--- config.mk ---
export PLATFORM = sky130hd
export DESIGN_NAME = lbcp_queue
export DESIGN_NICKNAME = d
export VERILOG_FILES = /design/src/hw/rtl/lbcp_pkg.sv /design/src/hw/rtl/lbcp_queue.sv
export SDC_FILE = /design/constraint.sdc
export NUM_CORES = 1
export LEC_CHECK = 0
export BUFFER_PORTS_ARGS = -buffer_cell sky130_fd_sc_hd__clkbuf_2
export CORE_AREA = 8 8 97 99
export DETAILED_ROUTE_END_ITERATION = 16
export DIE_AREA = 0 0 105 107
export GPL_TIMING_DRIVEN = 0
export PLACE_DENSITY = 0.72
export SYNTH_ARGS = -nofsm -noshare
export SYNTH_HDL_FRONTEND = slang
export SYNTH_SLANG_ARGS = --single-unit
export TNS_END_PERCENT = 5
--- constraint.sdc ---
create_clock -name i_clk -period 3 [get_ports i_clk]
set_clock_uncertainty 0.1 [all_clocks]
set_input_delay 0.3 -clock i_clk [delete_from_list [all_inputs] [get_ports i_clk]]
set_output_delay 0.3 -clock i_clk [all_outputs]
set_load 0.05 [all_outputs]
--- src/hw/rtl/lbcp_pkg.sv ---
// ----------------------------------------------------------------------------
// lbcp_pkg: shared types and constants of the line block cut and paste engine
// Field widths, command and status codes, the job record passed from the
// front end to the back end, and the back end state encoding.
// ----------------------------------------------------------------------------
package lbcp_pkg;

    // Width of a position or line-count field.
    localparam int POS_W = 11;
    // Width of a stored line number.
    localparam int VAL_W = 11;

    localparam int MAX_LINES_DEFAULT = 1024;
    localparam int LINE_COUNT_RESET  = 1024;

    // Job queue between front and back end.
    localparam int QUEUE_DEPTH = 2;

    // Stream data widths, padded to whole bytes.
    localparam int IN_TDATA_W  = 40;
    localparam int OUT_TDATA_W = 16;

    localparam logic CMD_MOVE = 1'b0;
    localparam logic CMD_READ = 1'b1;

    localparam logic STATUS_DONE = 1'b0;
    localparam logic STATUS_BAD  = 1'b1;

    // One classified item. Positions are zero-based where noted.
    typedef struct packed {
        logic             cmd;
        logic             bad;  // range check failed, nothing to do
        logic [POS_W-1:0] st0;  // first position of block or read, zero-based
        logic [POS_W-1:0] k;    // block length
        logic [POS_W-1:0] ins;  // lines of the remainder ahead of the block
        logic [POS_W-1:0] n;    // lines in use
    } t_job;

    typedef enum logic [2:0] {
        ST_INIT,
        ST_IDLE,
        ST_READ_WAIT,
        ST_COPY,
        ST_PASTE
    } t_back_state;

endpackage

--- src/hw/rtl/lbcp_queue.sv ---
// ----------------------------------------------------------------------------
// lbcp_queue: short job queue
// A small first-in first-out buffer of classified jobs between the front end
// and the back end.
// ----------------------------------------------------------------------------
module lbcp_queue (
    input  logic           i_clk,
    input  logic           i_rst_n,
    input  logic           i_push,
    input  lbcp_pkg::t_job i_data,
    output logic           o_full,
    input  logic           i_pop,
    output lbcp_pkg::t_job o_data,
    output logic           o_empty
);

    localparam int DEPTH = lbcp_pkg::QUEUE_DEPTH;
    localparam int PTR_W = (DEPTH > 1) ? $clog2(DEPTH) : 1;
    localparam int CNT_W = $clog2(DEPTH + 1);

    lbcp_pkg::t_job r_entry [DEPTH];
    logic [PTR_W-1:0] r_wr_ptr;
    logic [PTR_W-1:0] r_rd_ptr;
    logic [CNT_W-1:0] r_count;

    logic do_push;
    logic do_pop;

    assign o_full  = (r_count == CNT_W'(DEPTH));
    assign o_empty = (r_count == '0);
    assign do_push = i_push && !o_full;
    assign do_pop  = i_pop && !o_empty;
    assign o_data  = r_entry[r_rd_ptr];

    always_ff @(posedge i_clk) begin
        if (!i_rst_n) begin
            r_wr_ptr <= '0;
            r_rd_ptr <= '0;
            r_count  <= '0;
        end else begin
            if (do_push) begin
                r_wr_ptr <= (r_wr_ptr == PTR_W'(DEPTH - 1)) ? '0 : r_wr_ptr + PTR_W'(1);
            end
            if (do_pop) begin
                r_rd_ptr <= (r_rd_ptr == PTR_W'(DEPTH - 1)) ? '0 : r_rd_ptr + PTR_W'(1);
            end
            if (do_push && !do_pop) begin
                r_count <= r_count + CNT_W'(1);
            end else if (do_pop && !do_push) begin
                r_count <= r_count - CNT_W'(1);
            end
        end
    end

    always_ff @(posedge i_clk) begin
        if (do_push) begin
            r_entry[r_wr_ptr] <= i_data;
        end
    end

endmodule

==> flow_summary.toml <==
[run_status]
status = "complete, no violations"

[setup_path]
path_class = "flop to primary output"
critPathLaunchType = "flop"
worstPathArrival_ns = 1.71
cp_max_fo = 10
worstPathRequired_ns = 2.60
end_kind = "primary output"

[logic_synthesis]
ys_types = 21
ys_seq_elements = 97
yosys_warnings = 0
ys_async_sr_fraction_pct = 0
synth_cells = 168
synth_edf_count = 92
synth-main-ff-cell = "edfxtp_1"
syn_avg_cell_area_um2 = 21.1
synth_fp_nets = 219
synth_area_um2 = 3550
seq_area_frac_synth_pct = 80.6

[place]
dpl.hpwl_mm = 4.57
place_area_um2 = 4260
place_congestion = 0.627
portBuffers = 97

[clock_network]
cts_hold_buf = 0
cts_tree = "yes"
root_buffer = "clkbuf_8"
cts_htree_levels = 3
clockBufferDepth = 2
clkLatencyLatePin_ns = 0.34
clock_sinks = 97
clk_pin_slew_ns = 0.09
cts_made_buffers = 9
post_cts_resized = 0
post_cts_buffers = 0

[pwr]
irDropWorstVdd_v = 0.000573
leakagePower_nw = 1.68
power-per-cell-area_nw_per_um2 = 934

[drt]
vias_per_cell = 4.71
num_vias = 1833
detail_route.wl_per_cell_um = 16.3
first_pass_iters = 4
ant_nets = 0
drt-initial-drc-count = 78
drc_errors = 0
drt_wl_total_mm = 6.36

[hold_path]
hold_path_class = "input port to flop"

[floorplanning]
fp.dieH_um = 107
ios = 98
core_area_um2 = 7930
initial_core_util_pct = 44.8
die_w_um = 105
placement_rows = 33
fp.dieArea_um2 = 11200

[global_route]
gr-usage-all-layers_pct = 11.7
grt-ovfl-total = 0
grt_pass1_vias = 2040
grt_pass1_wl_mm = 10.3
antenna_found_initial = 0
grt_max_degree = 26

[timing]
max_freq_mhz = 473
grt_setup_unrepaired = "no"
worst_slew_pin_slew_ns = 0.575
post-route-min-period_ns = 2.11
tns_ns = 0
slew_headroom_pct = 61.7
finalCritPeriodShare_pct = 70.5
slew_viol_final = 0
holdWs_ns = 0.0373
setup_viol = 0
final-hold-violation-count = 0

[layout]
area_delta_synth_final_pct = 24.6
antenna_cells = 0
fillers = 664
design_area_um2 = 4420
fin_util_pct = 55.8
drive_gt1_share_pct = 59.2
nets = 331
layout_commonest_cell = "clkbuf_2"
layout_common_cells = "clkbuf_2 (97), edfxtp_1 (92), mux2_2 (46)"

[job]
timing.max_cap.violations = 0
-- kinds of logic (layout without fill, tap and decap cells) --
| family | after synthesis | after routing | synth area share, % |
|---|---|---|---|
| AOI/OAI and AO/OA | 5 | 5 | 0.916 |
| xor gates and xnor gates | 3 | 3 | 0.740 |
| adders and majority gates | 1 | 1 | 0.352 |
| buffers and inverters | 7 | 123 | 1.20 |
| DFF | 97 | 97 | 80.6 |
| muxes | 46 | 46 | 14.6 |
| and+or+nand+nor | 9 | 9 | 1.55 |
-- power by group --
| part | total [mW] | switching, mW | internal (mW) |
|---|---|---|---|
| sequential | 1.75 | 0.0511 | 1.70 |
| combinational | 1.68 | 1.17 | 0.502 |
| clock | 0.709 | 0.413 | 0.296 |
| total | 4.13 | 1.64 | 2.50 |
-- through the flow --
| step | setup slack, ns | total power, mW | cells |
|---|---|---|---|
| 6_report | 0.886 | 4.13 | 389 |
| 5_1_grt | 0.770 | 4.33 | 389 |
| 4_1_cts | 0.830 | 4.21 | 389 |
| 3_5_place_dp | 1.07 | 3.48 | 374 |
| 3_3_place_gp | 0.106 | 3.40 | 370 |
| 2_1_floorplan | 0.650 | 3.06 | 168 |
-- critical path, cell delays in order, from the launching register on --
cell      delay, ns
dfxtp_1        0.31
buf_2          0.23
buf_4          0.24
mux2_2         0.35
clkbuf_2       0.24
-- sequential cells by signal, indices dropped and copies added (netlist names), named ones only --
| name | flops |
|---|---|
| r_count | 2 |
| r_wr_ptr | 1 |
| r_rd_ptr | 1 |
| r_entry | 92 |
-- cell usage after synthesis, types with 2 or more instances --
cell type / instances / area (µm²)
xnor2_1: 2 / 17.5
nor2_1: 2 / 7.51
dfxtp_1: 5 / 100
buf_4: 4 / 30.0
and2_1: 3 / 18.8
mux2_2: 46 / 518
edfxtp_1: 92 / 2760
-- final timing paths --
| kind | startpoint | to | slack, ns | cells past startpoint |
|---|---|---|---|---|
| setup / recovery | flop | o_data[20] | 0.89 | 4 |
| hold / removal | i_data[32] | r_entry[0][32]$_DFFE_PP_ | 0.04 | 1 |
| setup reg to reg | r_count[0]$_SDFFE_PN0P_ | r_entry[1][38]$_DFFE_PP_ | 1.10 | 3 |
| hold reg to reg | r_count[1]$_SDFFE_PN0P_ | r_count[1]$_SDFFE_PN0P_ | 0.43 | 2 |
-- metal layers --
metal,share of wire [%],global-route usage [%]
met1,41,13.0
met2,52,19.8
met3,6.6,4.98
met4,0.66,4.28
met5,0,0
-- final cells by class --
cell class / instances / area, µm² / area share [%]
Sequential cell: 97 / 2860 / 64.7
Multi-Input combinational cell: 64 / 652 / 14.7
Timing Repair Buffer: 101 / 576 / 13.0
Tap cell: 105 / 131 / 2.97
Clock buffer: 10 / 128 / 2.88
Buffer: 5 / 35.0 / 0.792
Clock inverter: 5 / 32.5 / 0.735
Inverter: 2 / 7.51 / 0.170
No activity file was read; power rests on OpenSTA's default activity.
