## src/hw/rtl/lbcp_pkg.sv

```systemverilog
// ----------------------------------------------------------------------------
// lbcp_pkg: shared types and constants of the line block cut and paste engine
// Field widths, command and status codes, the job record passed from the
// front end to the back end, and the back end state encoding.
// ----------------------------------------------------------------------------
package lbcp_pkg;

    // Width of a position or line-count field.
    localparam int POS_W = 11;
    // Width of a stored line number.
    localparam int VAL_W = 11;

    localparam int MAX_LINES_DEFAULT = 1024;
    localparam int LINE_COUNT_RESET  = 1024;

    // Job queue between front and back end.
    localparam int QUEUE_DEPTH = 2;

    // Stream data widths, padded to whole bytes.
    localparam int IN_TDATA_W  = 40;
    localparam int OUT_TDATA_W = 16;

    localparam logic CMD_MOVE = 1'b0;
    localparam logic CMD_READ = 1'b1;

    localparam logic STATUS_DONE = 1'b0;
    localparam logic STATUS_BAD  = 1'b1;

    // One classified item. Positions are zero-based where noted.
    typedef struct packed {
        logic             cmd;
        logic             bad;  // range check failed, nothing to do
        logic [POS_W-1:0] st0;  // first position of block or read, zero-based
        logic [POS_W-1:0] k;    // block length
        logic [POS_W-1:0] ins;  // lines of the remainder ahead of the block
        logic [POS_W-1:0] n;    // lines in use
    } t_job;

    typedef enum logic [2:0] {
        ST_INIT,
        ST_IDLE,
        ST_READ_WAIT,
        ST_COPY,
        ST_PASTE
    } t_back_state;

endpackage

```

## src/hw/rtl/lbcp_front.sv

```systemverilog
// ----------------------------------------------------------------------------
// lbcp_front: item intake and range classification
// Holds the line count register, checks each incoming item against it and
// pushes a classified job into the queue.
// ----------------------------------------------------------------------------
module lbcp_front #(
    parameter int MAX_LINES = lbcp_pkg::MAX_LINES_DEFAULT
) (
    input  logic                      i_clk,
    input  logic                      i_rst_n,
    input  logic                      i_cfg_we,
    input  logic [lbcp_pkg::POS_W-1:0] i_cfg_wdata,
    input  logic                      i_valid,
    output logic                      o_ready,
    input  logic                      i_command,
    input  logic [lbcp_pkg::POS_W-1:0] i_cut_start,
    input  logic [lbcp_pkg::POS_W-1:0] i_cut_end,
    input  logic [lbcp_pkg::POS_W-1:0] i_insert_after,
    input  logic                      i_init_busy,
    input  logic                      i_queue_full,
    output logic                      o_push,
    output lbcp_pkg::t_job            o_job
);

    localparam int PW      = lbcp_pkg::POS_W;
    localparam int POS_MAX = (1 << PW) - 1;
    // Largest usable count: capacity, or what the field can express.
    localparam logic [PW-1:0] CAP = PW'((MAX_LINES > POS_MAX) ? POS_MAX : MAX_LINES);

    logic [PW-1:0] r_line_count;
    logic [PW-1:0] used;
    logic [PW-1:0] blk_len;
    logic [PW-1:0] rest;
    logic          move_bad;
    logic          read_bad;

    always_ff @(posedge i_clk) begin
        if (!i_rst_n) begin
            r_line_count <= PW'(lbcp_pkg::LINE_COUNT_RESET);
        end else if (i_cfg_we) begin
            r_line_count <= i_cfg_wdata;
        end
    end

    always_comb begin
        used    = (r_line_count > CAP) ? CAP : r_line_count;
        blk_len = i_cut_end - i_cut_start + PW'(1);
        rest    = used - blk_len;
        // The remainder test only matters once the block itself is in range.
        move_bad = (i_cut_start == '0) || (i_cut_start > i_cut_end) ||
                   (i_cut_end > used) || (i_insert_after > rest);
        read_bad = (i_cut_start == '0) || (i_cut_start > used);

        o_job.cmd = i_command;
        o_job.bad = (i_command == lbcp_pkg::CMD_READ) ? read_bad : move_bad;
        o_job.st0 = i_cut_start - PW'(1);
        o_job.k   = blk_len;
        o_job.ins = i_insert_after;
        o_job.n   = used;
    end

    assign o_ready = !i_queue_full && !i_init_busy;
    assign o_push  = i_valid && o_ready;

endmodule

```

## config.mk

```make
export PLATFORM = sky130hd
export DESIGN_NAME = lbcp_front
export DESIGN_NICKNAME = d
export VERILOG_FILES = /design/src/hw/rtl/lbcp_pkg.sv /design/src/hw/rtl/lbcp_front.sv
export SDC_FILE = /design/constraint.sdc
export NUM_CORES = 1
export LEC_CHECK = 0
export BUFFER_PORTS_ARGS = -buffer_cell sky130_fd_sc_hd__buf_2
export CORE_MARGIN = 1
export CORE_UTILIZATION = 57
export DETAILED_ROUTE_END_ITERATION = 7
export PLACE_DENSITY = 0.93
export SYNTH_ARGS = -nofsm -noshare
export SYNTH_HDL_FRONTEND = slang
export SYNTH_SLANG_ARGS = --single-unit
```

## constraint.sdc

```tcl
create_clock -name i_clk -period 8.9 [get_ports i_clk]
set_input_delay 0.89 -clock i_clk [delete_from_list [all_inputs] [get_ports i_clk]]
set_output_delay 0.89 -clock i_clk [all_outputs]
set_load 0.05 [all_outputs]
```

==> results.tsv <==
metric	value	unit
status	complete, no violations	
async_reset_ff_frac	0	
ys_warn_count	0	
final_cell_mix	buf_2, ha_1, inv_1	
cts_setup_buffers	0	
postRouteAntennaNets	0	
regMostFlops	r_line_count	
wire_per_inst	14.8	um
nets	589	
reg.largest.list	r_line_count x11	
cp_slowest_cell	ha_1	
hold_viol_final	0	
fmax	158	MHz
antenna_found_initial	0	
p_per_area	130	nW/um^2
overflow	0	
worst_path_most_repeated_cell	ha_1	
diodes	0	
synth-edff-count	0	
fin_skew	0	ns
post-route-cell-area	3480	um^2
rsz0062_at_grt	no	
worstPathArrival	5.43	ns
gp_congestion	0.932	
grt_pass1_wl	12.8	mm
hold_buffers	0	
worst-path-buf-inv	4	
tightest_slew	0.449	ns
ys.flop_type	dfxtp_1	
grt_pass1_vias	2836	
fp-row-count	25	
syn-num-nets	503	
yosysSeqAreaShare	0.0741	
first_iter_violations	167	
cts_tree	done	
syn_area_per_cell	7.80	um^2
first_pass_iters	5	
maxCapViolCount	0	
grt_max_degree	13	
drive_above_1_share	0.245	
p_leak	1.93	nW
synthCells	381	
cts_repair_resize_count	0	
numCtsBuffers	3	
cp_slowest_stage_delay	0.40	ns
wirelength	7.90	mm
hold_path.class	reg2reg	
hpwlAfterDp	6.86	mm
start_util	0.609	
finalSetupViolCount	0	
r2r_setup_slack	7.96	ns
cts_root_buf	clkbuf_8	
end_kind	output port	
layout_commonest_cell	buf_2	
crit_family	compound AO/OA/AOI/OAI gates	
clock-sinks	11	
die_y	74.2	um
setup_slack	2.58	ns
start_kind	input pin	
fin_crit_sh	0.711	
pre_cts_ws	2.65	ns
dp_cells	529	
vias	3007	
path_class	in2out	
finalCriticalPeriod	6.32	ns
syn-cell-area	2970	um^2
die_w	74.2	um
finalNonFillerCells	533	
clock_latency	0.23	ns
slew_violations	0	
core	4880	um^2
syn2layout_area_growth	17.1	%
routed_via_density	5.64	
numPortBuffers	98	
clkTransAtPathRegs	0.05	ns
whs	0.547	ns
cp_max_fo	5	
dpl_cell_area	3440	um^2
cts.htree.levels	1	
crit_required	8.01	ns
cts_buffer_depth	2	
slew_headroom	0.699	
dieArea	5510	um^2
vdd_drop_max	0.113	mV
synth.distinct_cells	58	
drcViolationCount	0	
fin_tns_setup	0	ns
nFillCells	406	
largest_reg_flops	11	
worstPathCellList	buf_2 > inv_1 > ha_1 > ha_1 > a21oi_1 > and2_1 > xnor2_1 > inv_1 > ha_1 > o21a_1 > a21oi_1 > a211oi_1 > nand3b_1 > a22oi_2 > o221ai_2 > a31oi_1 > xnor2_1 > ha_1 > nand4_1 > nor2_1 > a31oi_1 > a221oi_1 > nand4_1 > buf_2	
grt.total_usage	0.297	
io_pins	99	
ys_ff_latch	11	
-- per-stage QoR --
step                      utilization  total power, mW
after detailed placement        0.704            0.401
after floorplan                     -            0.326
after global routing            0.714            0.488
final                           0.714            0.453
after CTS                       0.714            0.452
after global placement          0.704            0.391
-- worst min-delay path: cells and delay by family, from the launching register on --
family | cells | cell delay [ns]
multiplexers | 1 | 0.12
flip-flops | 1 | 0.32
AND/OR/NAND/NOR | 1 | 0.06
-- cells by family after synthesis --
family / Yosys count / share of synthesized area
simple gates: 110 / 0.190
compound gates: 76 / 0.187
fa+ha+maj: 71 / 0.306
buf+inv: 69 / 0.103
xor+xnor: 32 / 0.0993
mux: 12 / 0.0404
flops: 11 / 0.0741
-- layout make-up --
| class | instances | area (um^2) | area share |
|---|---|---|---|
| Clock buffer | 4 | 45.0 | 0.0129 |
| Inverter | 52 | 195 | 0.0561 |
| Multi-Input combinational cell | 301 | 2450 | 0.703 |
| Timing Repair Buffer | 98 | 490 | 0.141 |
| Tap cell | 67 | 83.8 | 0.0241 |
| Sequential cell | 11 | 220 | 0.0632 |
-- routing by layer --
| layer | wire length, um | share of wire | GRT usage | up-vias |
|---|---|---|---|---|
| li1 | - | - | - | 1506 |
| met1 | 3370 | 0.43 | 0.366 | 1394 |
| met2 | 3980 | 0.50 | 0.559 | 103 |
| met3 | 513 | 0.065 | 0.0230 | 4 |
| met4 | 30 | 0.0038 | 0.0650 | 0 |
| met5 | 0 | 0 | 0 | - |
-- Yosys cell counts (9+ instances only) --
cell type / count / area, um^2
nand4_1: 9 / 56.3
nand3_1: 12 / 60.1
dfxtp_1: 11 / 220
o21ai_0: 11 / 55.1
a21oi_1: 17 / 85.1
buf_4: 12 / 90.1
nor2b_1: 15 / 93.8
mux2i_1: 12 / 120
nand2_1: 26 / 97.6
inv_1: 51 / 191
ha_1: 68 / 851
xnor2_1: 22 / 193
nor2_1: 17 / 63.8
-- report_power, final --
group / internal, mW / switching (mW)
logic: 0.125 / 0.223
clock network: 0.0314 / 0.0177
registers: 0.0524 / 0.00296
-- final timing paths --
| path | from | end | depth (start not counted) |
|---|---|---|---|
| worst min register to register | r_line_count[9] | r_line_count[9] | 2 |
| worst max-delay path | i_cut_start[3] | o_job[44] | 24 |
| worst min-delay path | r_line_count[9] | r_line_count[9] | 2 |
| worst max register to register | r_line_count[10] | r_line_count[10] | 2 |
No activity file was read; power rests on OpenSTA's default activity.
